$ cat src/hw/rtl/adjdfs_pkg.sv
// Shared types and codes for the adjacency-list depth-first search engine.
// Used by adjacency_list_dfs; depends on nothing.
package adjdfs_pkg;

    // Fixed field widths
    localparam int VTX_W = 6;
    localparam int OP_W  = 2;

    // Operation codes
    localparam logic [OP_W-1:0] OP_INSERT   = 2'd0;
    localparam logic [OP_W-1:0] OP_TRAVERSE = 2'd1;
    localparam logic [OP_W-1:0] OP_CLEAR    = 2'd2;

    // Status codes
    localparam logic ST_OK   = 1'b0;
    localparam logic ST_DROP = 1'b1;

    // Command transfer
    typedef struct packed {
        logic [OP_W-1:0]  opcode;
        logic [VTX_W-1:0] from_vertex;
        logic [VTX_W-1:0] to_vertex;
    } t_cmd;

    // Result transfer
    typedef struct packed {
        logic             is_visit;
        logic [VTX_W-1:0] vertex;
        logic             status;
        logic             last;
    } t_result;

endpackage

$ cat src/hw/rtl/adjacency_list_dfs.sv
// Adjacency-list graph engine: edge insert, graph clear, depth-first walk.
// Insert: busy in S_INS after the transfer, status strobe as busy drops; no new command until then.
// Clear, dropped or unused command: never busy, status (none if unused) in the next cycle.
// Traverse: busy from the transfer until the walk ends, one memory read per step;
// each visit is strobed when the next is found, the last as busy drops; no receiver stall.
// Synchronous active-low reset empties all lists through head valid bits, no sweep.
module adjacency_list_dfs #(
    parameter int NUM_VERTICES = 64,
    parameter int EDGE_POOL    = 256
) (
    input  logic                i_clk,
    input  logic                i_rst_n,
    input  logic                start,
    output logic                busy,
    input  adjdfs_pkg::t_cmd    i_cmd,
    output logic                o_strobe,
    output adjdfs_pkg::t_result o_result
);

    localparam int VW  = adjdfs_pkg::VTX_W;
    localparam int VXW = (NUM_VERTICES > 1) ? $clog2(NUM_VERTICES) : 1;
    localparam int DW  = $clog2(NUM_VERTICES + 1);
    localparam int AW  = $clog2(EDGE_POOL);
    localparam int EW  = $clog2(EDGE_POOL + 1);
    localparam logic [EW-1:0]   NO_EDGE = EW'(EDGE_POOL);
    localparam logic [VW:0]     NV_LIM  = (VW + 1)'(NUM_VERTICES);
    localparam logic [DW-1:0]   ONE_D   = DW'(1);

    typedef enum logic [5:0] {
        S_IDLE = 6'b000001,
        S_INS  = 6'b000010,
        S_HEAD = 6'b000100,
        S_TEST = 6'b001000,
        S_EDGE = 6'b010000,
        S_POP  = 6'b100000
    } t_state;

    // Memories
    logic [EW-1:0]    r_head_mem  [NUM_VERTICES];
    logic [VW+EW-1:0] r_edge_mem  [EDGE_POOL];
    logic [EW-1:0]    r_stack_mem [NUM_VERTICES];

    // Control and payload registers
    t_state              r_state, n_state;
    logic [DW-1:0]       r_depth, n_depth;
    logic [EW-1:0]       r_cur, n_cur;
    logic [EW-1:0]       r_used, n_used;
    logic [NUM_VERTICES-1:0] r_head_vld, n_head_vld;
    logic [NUM_VERTICES-1:0] r_visited, n_visited;
    logic [VW-1:0]       r_pend, n_pend;
    logic [VXW-1:0]      r_src, n_src;
    logic [VW-1:0]       r_dst, n_dst;
    logic                r_strobe, n_strobe;
    adjdfs_pkg::t_result r_result, n_result;

    // Memory read data
    logic [EW-1:0]    r_head_rd;
    logic             r_head_rd_vld;
    logic [VW+EW-1:0] r_edge_rd;
    logic [EW-1:0]    r_stack_rd;

    // Memory control
    logic [VXW-1:0] head_raddr;
    logic           head_we;
    logic           edge_re;
    logic           edge_we;
    logic           stack_re;
    logic           stack_we;
    logic [DW-1:0]  depth_m1;
    logic [DW-1:0]  depth_m2;

    logic           accept;
    logic           from_bad;
    logic           to_bad;
    logic [VW-1:0]  edge_w;
    logic [EW-1:0]  edge_nxt;
    logic [EW-1:0]  head_val;

    assign accept   = start && (r_state == S_IDLE);
    assign from_bad = {1'b0, i_cmd.from_vertex} >= NV_LIM;
    assign to_bad   = {1'b0, i_cmd.to_vertex} >= NV_LIM;
    assign edge_w   = r_edge_rd[VW+EW-1:EW];
    assign edge_nxt = r_edge_rd[EW-1:0];
    assign head_val = r_head_rd_vld ? r_head_rd : NO_EDGE;
    assign depth_m1 = r_depth - ONE_D;
    assign depth_m2 = r_depth - DW'(2);

    // Sequence commands and the walk
    always_comb begin
        n_state    = r_state;
        n_depth    = r_depth;
        n_cur      = r_cur;
        n_used     = r_used;
        n_head_vld = r_head_vld;
        n_visited  = r_visited;
        n_pend     = r_pend;
        n_src      = r_src;
        n_dst      = r_dst;
        n_strobe   = 1'b0;
        n_result   = r_result;
        head_raddr = i_cmd.from_vertex[VXW-1:0];
        head_we    = 1'b0;
        edge_re    = 1'b0;
        edge_we    = 1'b0;
        stack_re   = 1'b0;
        stack_we   = 1'b0;

        unique case (r_state)
            S_IDLE: begin
                if (accept) begin
                    n_src = i_cmd.from_vertex[VXW-1:0];
                    n_dst = i_cmd.to_vertex;
                    unique case (i_cmd.opcode)
                        adjdfs_pkg::OP_INSERT: begin
                            if (from_bad || to_bad || r_used == NO_EDGE) begin
                                n_strobe = 1'b1;
                                n_result = '{is_visit: 1'b0, vertex: '0,
                                             status: adjdfs_pkg::ST_DROP, last: 1'b1};
                            end else begin
                                n_state = S_INS;
                            end
                        end
                        adjdfs_pkg::OP_TRAVERSE: begin
                            if (from_bad) begin
                                n_strobe = 1'b1;
                                n_result = '{is_visit: 1'b0, vertex: '0,
                                             status: adjdfs_pkg::ST_DROP, last: 1'b1};
                            end else begin
                                n_visited = '0;
                                n_visited[i_cmd.from_vertex[VXW-1:0]] = 1'b1;
                                n_pend  = i_cmd.from_vertex;
                                n_depth = ONE_D;
                                n_state = S_HEAD;
                            end
                        end
                        adjdfs_pkg::OP_CLEAR: begin
                            n_head_vld = '0;
                            n_used     = '0;
                            n_strobe   = 1'b1;
                            n_result   = '{is_visit: 1'b0, vertex: '0,
                                           status: adjdfs_pkg::ST_OK, last: 1'b1};
                        end
                        default: begin
                            // unused code: drop silently
                        end
                    endcase
                end
            end
            S_INS: begin
                // link the new edge in front of the old head
                edge_we = 1'b1;
                head_we = 1'b1;
                n_head_vld[r_src] = 1'b1;
                n_used   = r_used + EW'(1);
                n_strobe = 1'b1;
                n_result = '{is_visit: 1'b0, vertex: '0,
                             status: adjdfs_pkg::ST_OK, last: 1'b1};
                n_state  = S_IDLE;
            end
            S_HEAD: begin
                n_cur   = head_val;
                n_state = S_TEST;
            end
            S_POP: begin
                n_cur   = r_stack_rd;
                n_state = S_TEST;
            end
            S_TEST: begin
                if (r_cur == NO_EDGE) begin
                    // list exhausted: pop, or finish on the bottom entry
                    n_depth = depth_m1;
                    if (r_depth == ONE_D) begin
                        n_strobe = 1'b1;
                        n_result = '{is_visit: 1'b1, vertex: r_pend,
                                     status: adjdfs_pkg::ST_OK, last: 1'b1};
                        n_state  = S_IDLE;
                    end else begin
                        stack_re = 1'b1;
                        n_state  = S_POP;
                    end
                end else begin
                    edge_re = 1'b1;
                    n_state = S_EDGE;
                end
            end
            S_EDGE: begin
                head_raddr = edge_w[VXW-1:0];
                if (!r_visited[edge_w[VXW-1:0]]) begin
                    // new vertex: save cursor, push, report the previous visit
                    stack_we = 1'b1;
                    n_depth  = r_depth + ONE_D;
                    n_visited[edge_w[VXW-1:0]] = 1'b1;
                    n_strobe = 1'b1;
                    n_result = '{is_visit: 1'b1, vertex: r_pend,
                                 status: adjdfs_pkg::ST_OK, last: 1'b0};
                    n_pend   = edge_w;
                    n_state  = S_HEAD;
                end else begin
                    n_cur   = edge_nxt;
                    n_state = S_TEST;
                end
            end
            default: begin
                n_state = S_IDLE;
            end
        endcase
    end

    // Control registers
    always_ff @(posedge i_clk) begin
        if (!i_rst_n) begin
            r_state    <= S_IDLE;
            r_depth    <= '0;
            r_used     <= '0;
            r_head_vld <= '0;
            r_visited  <= '0;
            r_strobe   <= 1'b0;
        end else begin
            r_state    <= n_state;
            r_depth    <= n_depth;
            r_used     <= n_used;
            r_head_vld <= n_head_vld;
            r_visited  <= n_visited;
            r_strobe   <= n_strobe;
        end
    end

    // Payload registers
    always_ff @(posedge i_clk) begin
        r_cur    <= n_cur;
        r_pend   <= n_pend;
        r_src    <= n_src;
        r_dst    <= n_dst;
        r_result <= n_result;
    end

    // List head memory
    always_ff @(posedge i_clk) begin
        if (head_we) begin
            r_head_mem[r_src] <= r_used;
        end
        r_head_rd     <= r_head_mem[head_raddr];
        r_head_rd_vld <= r_head_vld[head_raddr];
    end

    // Edge pool memory: target vertex and next link
    always_ff @(posedge i_clk) begin
        if (edge_we) begin
            r_edge_mem[r_used[AW-1:0]] <= {r_dst, head_val};
        end
        if (edge_re) begin
            r_edge_rd <= r_edge_mem[r_cur[AW-1:0]];
        end
    end

    // Stack of saved edge cursors, one per entry below the top
    always_ff @(posedge i_clk) begin
        if (stack_we) begin
            r_stack_mem[depth_m1[VXW-1:0]] <= edge_nxt;
        end
        if (stack_re) begin
            r_stack_rd <= r_stack_mem[depth_m2[VXW-1:0]];
        end
    end

    assign busy     = (r_state != S_IDLE);
    assign o_strobe = r_strobe;
    assign o_result = r_result;

endmodule

$ cat config.mk
export PLATFORM = sky130hd
export DESIGN_NAME = adjacency_list_dfs
export DESIGN_NICKNAME = d
export VERILOG_FILES = /design/src/hw/rtl/adjdfs_pkg.sv /design/src/hw/rtl/adjacency_list_dfs.sv
export SDC_FILE = /design/constraint.sdc
export NUM_CORES = 2
export LEC_CHECK = 0
export BUFFER_PORTS_ARGS = -buffer_cell sky130_fd_sc_hd__buf_2
export CORE_ASPECT_RATIO = 0.6
export CORE_MARGIN = 1.5
export CORE_UTILIZATION = 45
export CTS_CLUSTER_SIZE = 20
export DETAILED_ROUTE_END_ITERATION = 12
export SLEW_MARGIN = 10
export SYNTH_ARGS = -nofsm -noshare
export SYNTH_HDL_FRONTEND = slang
export SYNTH_MEMORY_MAX_BITS = 65536
export SYNTH_SLANG_ARGS = --single-unit
export TNS_END_PERCENT = 100
$ cat constraint.sdc
create_clock -name i_clk -period 6 [get_ports i_clk]
set_input_delay 0.6 -clock i_clk [delete_from_list [all_inputs] [get_ports i_clk]]
set_output_delay 0.6 -clock i_clk [all_outputs]
set_load 0.02 [all_outputs]
==> Yosys cells after proc, flatten, opt, wreduce, memory -nomap -nowiden <==
Memories as Yosys holds them, arrays and structs flattened. A register that Yosys moved wholly into a read port is not among the register bits.
Index checks and enable logic that the tools add are counted.
{ "op_classes": {"add_sub_neg": 4, "multipliers": 0, "n_div": 0, "order_cmp": 7, "eq_ne": 23, "shifts": 0, "n_mux": 65, "bitwise": 2, "n_reduce_logical": 18} }
{ "op_table": {"columns": ["operator", "n"], "rows": [
  ["$mux W64", 5],
  ["$pmux W64 S2", 2],
  ["$or A64 B64 Y64", 2],
  ["$mux W9", 9],
  ["$mux W6", 8],
  ["$pmux W9 S2", 2],
  ["$pmux W9 S4", 1],
  ["$lt A6 B7 Y1 const B", 4],
  ["$mux W7", 4],
  ["$pmux W9 S3", 1],
  ["$pmux W6 S2", 2],
  ["$pmux W6 S4", 1],
  ["$mux W1", 21],
  ["$pmux W7 S3", 1],
  ["$demux W1 S6", 3],
  ["$eq A9 B9 Y1 const B", 2],
  ["$ge A6 B1 Y1 const B", 3],
  ["$bmux W1 S6", 2],
  ["$ne A2 B2 Y1 const B", 5],
  ["$add A9 B1 Y9 const B", 1],
  ["$add A7 B1 Y7 const B", 1],
  ["$eq A7 B1 Y1 const B", 1],
  ["$reduce_and A7 Y1", 1],
  ["$sub A7 B1 Y7 const B", 1],
  ["other kinds (26)", 36]
]} }
{ "totals": {"ff_bits": 188, "latch_bits": 0, "ram_bits": 4992, "mem_bits_ro": 0, "out_inout_bits": 11, "elab_cells": 137, "memories": 3} }
{ "mem_list": {"columns": ["memory", "depth", "word_bits", "rd", "rd_ports_with_merged_regs", "write_ports", "line", "rtl"], "rows": [
  ["r_edge_mem", 256, 15, 1, 1, 1, "adjacency_list_dfs.sv:40", "logic [VW+EW-1:0] r_edge_mem [EDGE_POOL];"],
  ["r_head_mem", 64, 9, 1, 1, 1, "adjacency_list_dfs.sv:39", "logic [EW-1:0] r_head_mem [NUM_VERTICES];"],
  ["r_stack_mem", 64, 9, 1, 1, 1, "adjacency_list_dfs.sv:41", "logic [EW-1:0] r_stack_mem [NUM_VERTICES];"]
]} }

==> Longest topological paths before layout <==
{ "logic_depth": {"word_depth": 7, "ltp_mapped": 14, "mapped_depth_nobuf": 10} }

==> Least setup slack after synthesis <==
Ideal clock, no wire load.
{ "synth_path": {"kind": "register -> register", "start": "register r_head_rd_vld", "end": "memory r_edge_mem[0][8] (netlist bit), data pin", "arrival_time_ns": 3.720, "path_slack_ns": 1.375, "path_stages_with_launch": 3, "synth_period_minus_slack_ns": 4.625, "cell_sequence": "dfxtp_1 > clkbuf_1 > nand2b_1"} }
{ "synth_via": {"elab_chain_cells": 1} }
{ "synth_lines": {"columns": ["element", "line", "rtl"], "rows": [
  ["from (decl)", "adjacency_list_dfs.sv:58", "logic r_head_rd_vld;"],
  ["from (signal assigned)", "adjacency_list_dfs.sv:243", "r_head_rd_vld <= r_head_vld[head_raddr];"],
  ["$mux W9", "adjacency_list_dfs.sv:84", "assign head_val = r_head_rd_vld ? r_head_rd : NO_EDGE;"],
  ["named net head_val[8]", "adjacency_list_dfs.sv:77", "logic [EW-1:0] head_val;"],
  ["to (decl)", "adjacency_list_dfs.sv:40", null]
]} }
The timed path passes the listed nets, and every way through them passes these cells.

==> Final worst setup path <==
{ "layout_path": {"start": "register r_edge_rd[10], read port of r_edge_mem", "end": "memory r_stack_mem[34][4] (netlist bit), enable pin"} }
{ "layout_via": {"elab_chain_cells": 6} }
{ "layout_lines": {"columns": ["element", "line", "rtl"], "rows": [
  ["from (decl)", "adjacency_list_dfs.sv:59", "logic [VW+EW-1:0] r_edge_rd;"],
  ["$bmux W1 S6", "adjacency_list_dfs.sv:188", "if (!r_visited[edge_w[VXW-1:0]]) begin"],
  ["$mux W1 (implied by the code)", "adjacency_list_dfs.sv:188", null],
  ["$mux W1", "adjacency_list_dfs.sv:188", null],
  ["$mux W1", "adjacency_list_dfs.sv:108", "unique case (r_state)"],
  ["$mux W1", "adjacency_list_dfs.sv:258", "if (stack_we) begin"],
  ["$mux W1 (implied by the code)", "adjacency_list_dfs.sv:259", "r_stack_mem[depth_m1[VXW-1:0]] <= edge_nxt;"],
  ["to (decl)", "adjacency_list_dfs.sv:41", null]
]} }
No other way between the ends. The select of a mux whose other input is x is not followed.

==> flow_summary.toml <==
[die]
core-area_sq_mm = 0.447
dieArea_sq_mm = 0.453
rows = 190
io_pins = 28
die_h_um = 522
die_w_um = 868
initial_utilization_pct = 45.2

[critical_path]
rr_startpoint = "r_edge_rd[10]$_DFFE_PP_"
cp.arrival_ns = 5.96
start_kind = "flop"
crit_type = "reg -> reg"
crit_required_ns = 6.58
critPathCaptureType = "flop"
path_max_fanout = 17
startpoint = "r_edge_rd[10]$_DFFE_PP_"

[power_and_ir_drop]
p_total_mw = 71.7
ir_worst_vdd_mv = 0.268
power_density_mw_per_mm2 = 317
power.leakage_nw = 70.2

[yosys]
synth_cells = 9652
yosysMostFrequentCell = "edfxtp_1"
synth_top_cell_by_area = "edfxtp_1"
ys.flop_type = "edfxtp_1"
avgSynthCellArea_sq_um = 20.9
ys_seq_area_share_pct = 76.7
ys_seq_elements = 5213
ys_warn_count = 0
synth_top_area_share_pct = 75.1
synth_edf_count = 5052
synth_nets = 9678
synth_cell_types = 83
ys_async_sr_fraction_pct = 0
netlist_area_sq_mm = 0.202
synth.area.top_cells = "edfxtp_1 (75%), mux4_2 (15%), dfxtp_1 (1.6%), nor2_1 (1.0%), nand2_1 (0.98%)"
synth_common_cells = "edfxtp_1 (5052), mux4_2 (1374), nor2_1 (549)"

[routing]
viasPerCell = 6.30
wirelength_mm = 554
drt_iter0_drc = 16400
drc = 0
dr.pass1.iters = 8
dr_total_vias = 104000
wl_per_cell_um = 33.7
ant_nets = 0

[layout]
final_core_util_pct = 50.7
synthToLayoutAreaGrowth_pct = 12.2
post_route_cells_drive_above_1_share_pct = 25.5
finalNonFillerCells = 16400
finalInstanceArea_sq_mm = 0.227
num-nets-final = 10100

[global_route]
first_global_vias = 99800
grt_max_degree = 194
busiest_layer = "met1"
grt_pass1_wl_mm = 776
antenna_found_initial = 38
grt_use_met3_pct = 8.21
gr-usage-met2_pct = 32.5
grtUsageMet1_pct = 38.1
grt-ovfl-total = 0
grt.total_usage_pct = 24.1

[sta]
skew_ns = 0.0664
fmax_ghz = 0.186
period_minus_slack_ns = 5.37
holdWs_ns = 0.158
maxSlewHeadroom_pct = 9.50
rsz0062_at_grt = "false"
finalSetupViolations = 0
timing.final.ws_setup_ns = 0.627
fin_setup_tns_ns = 0
drv_slew = 0
hold_violations = 0
finalCritPeriodShare_pct = 89.6
tightest_slew_ns = 1.35

[cts]
cts_sinks = 5213
insertion_delay_ns = 1.01
htreeDepth = 5
root_buffer = "clkbuf_16"
cts.clk_slew.worst_paths_ns = 0.07
postCtsSetupRepairBufs = 0
cts_buffers = 459
cts_resized = 0
cts_tree = "done"
cts_buffer_depth = 4

[place]
pre_cts_ws_ns = 0.847
gp_congestion = 0.895
place_area_sq_mm = 0.212
io_buffers = 27
placedCellCount = 15600
dp_hpwl_mm = 333

[worst_hold_path]
hp-start = "i_cmd[13]"
worstHoldPathType = "in -> reg"

[run]
cap_violations = 0

[outcome]
status = "completed"
==> report_power, final <==
group | total (mW) | leakage [nW] | internal, mW | switching, mW
clock network | 29.3 | 7.09 | 16.1 | 13.2
registers | 40.3 | 45.9 | 40.2 | 0.0789
logic | 2.19 | 17.2 | 0.503 | 1.69
total | 71.7 | 70.2 | 56.8 | 15.0
==> per-layer routing <==
layer / share of wire (%) / vias up
met5: 0.0081 / -
met4: 2.2 / 8
met3: 14 / 754
met2: 41 / 6285
met1: 43 / 55400
li1: - / 41100
==> path summary, 6_finish.rpt <==
path,to,cells after the start,slack (ns)
worst min register to register,r_head_vld[12]$_SDFFE_PN0P_,2,0.47
worst min-delay path,r_state[2]$_SDFFE_PN0P_,4,0.16
worst max-delay path,r_stack_mem[34][4]$_DFFE_PP_,9,0.63
worst max register to register,r_stack_mem[34][4]$_DFFE_PP_,9,0.63
==> worst max-delay path: stages (launching register included) <==
cell      delay (ns)
edfxtp_1        0.82
buf_4           0.32
mux4_2          0.51
nand3_1         0.12
nand4_1         0.13
a21oi_1         0.18
nand4_1         0.48
nor3_1          0.86
nand2_1         0.71
nor2_1          0.85
==> layout make-up <==
| class | count | area [sq um] |
|---|---|---|
| fill | 34600 | 220000 |
| sequential | 5213 | 155000 |
| multi-input combinational | 3838 | 44800 |
| clock buffer | 577 | 12300 |
| tap | 5952 | 7450 |
| timing repair buffer | 566 | 4740 |
| clock inverter | 248 | 2240 |
| inverter | 28 | 175 |
| antenna | 8 | 20.0 |
==> kinds of logic after synthesis <==
kind of cell | count (synthesis) | synth area share [%]
flops | 5213 | 76.7
mux | 1502 | 16.0
simple gates | 1452 | 3.10
compound gates | 858 | 2.85
buf+inv | 601 | 1.24
xor+xnor | 17 | 0.0737
fa+ha+maj | 9 | 0.0557
==> repair_timing <==
action	4_1_cts	5_1_grt
endpoints found under the hold margin	15	0
setup endpoints to repair	0	0
hold buffers	15	0
==> cell usage in the layout (no fill, tap or decap), drive strengths merged, types with 28 or more instances in the layout <==
cell type / count
buf: 551
inv: 38
a22oi: 77
nor3: 43
clkinv: 185
a21oi: 309
o211ai: 56
nand3: 150
o211a: 55
o22ai: 45
mux2i: 101
a31oi: 48
a221oi: 28
clkbuf: 577
bufinv: 39
nor2b: 37
nand2: 525
dfxtp: 161
mux4: 1374
nor2: 551
a211oi: 60
and3: 36
edfxtp: 5052
o21ai: 56
==> flip-flops by register name, indices dropped and copies added (netlist names) <==
| name | count |
|---|---|
| r_used | 9 |
| r_edge_rd | 15 |
| r_head_vld | 64 |
| r_src | 6 |
| r_head_rd | 9 |
| r_pend | 6 |
| r_head_rd_vld | 1 |
| r_visited | 64 |
| r_head_mem | 576 |
| r_dst | 6 |
| o_strobe | 1 |
| r_stack_mem | 576 |
| r_depth | 7 |
| o_result | 9 |
| r_edge_mem | 3840 |
| r_stack_rd | 9 |
| r_cur | 9 |
| r_state | 6 |
(Power assumes the default switching activity.)
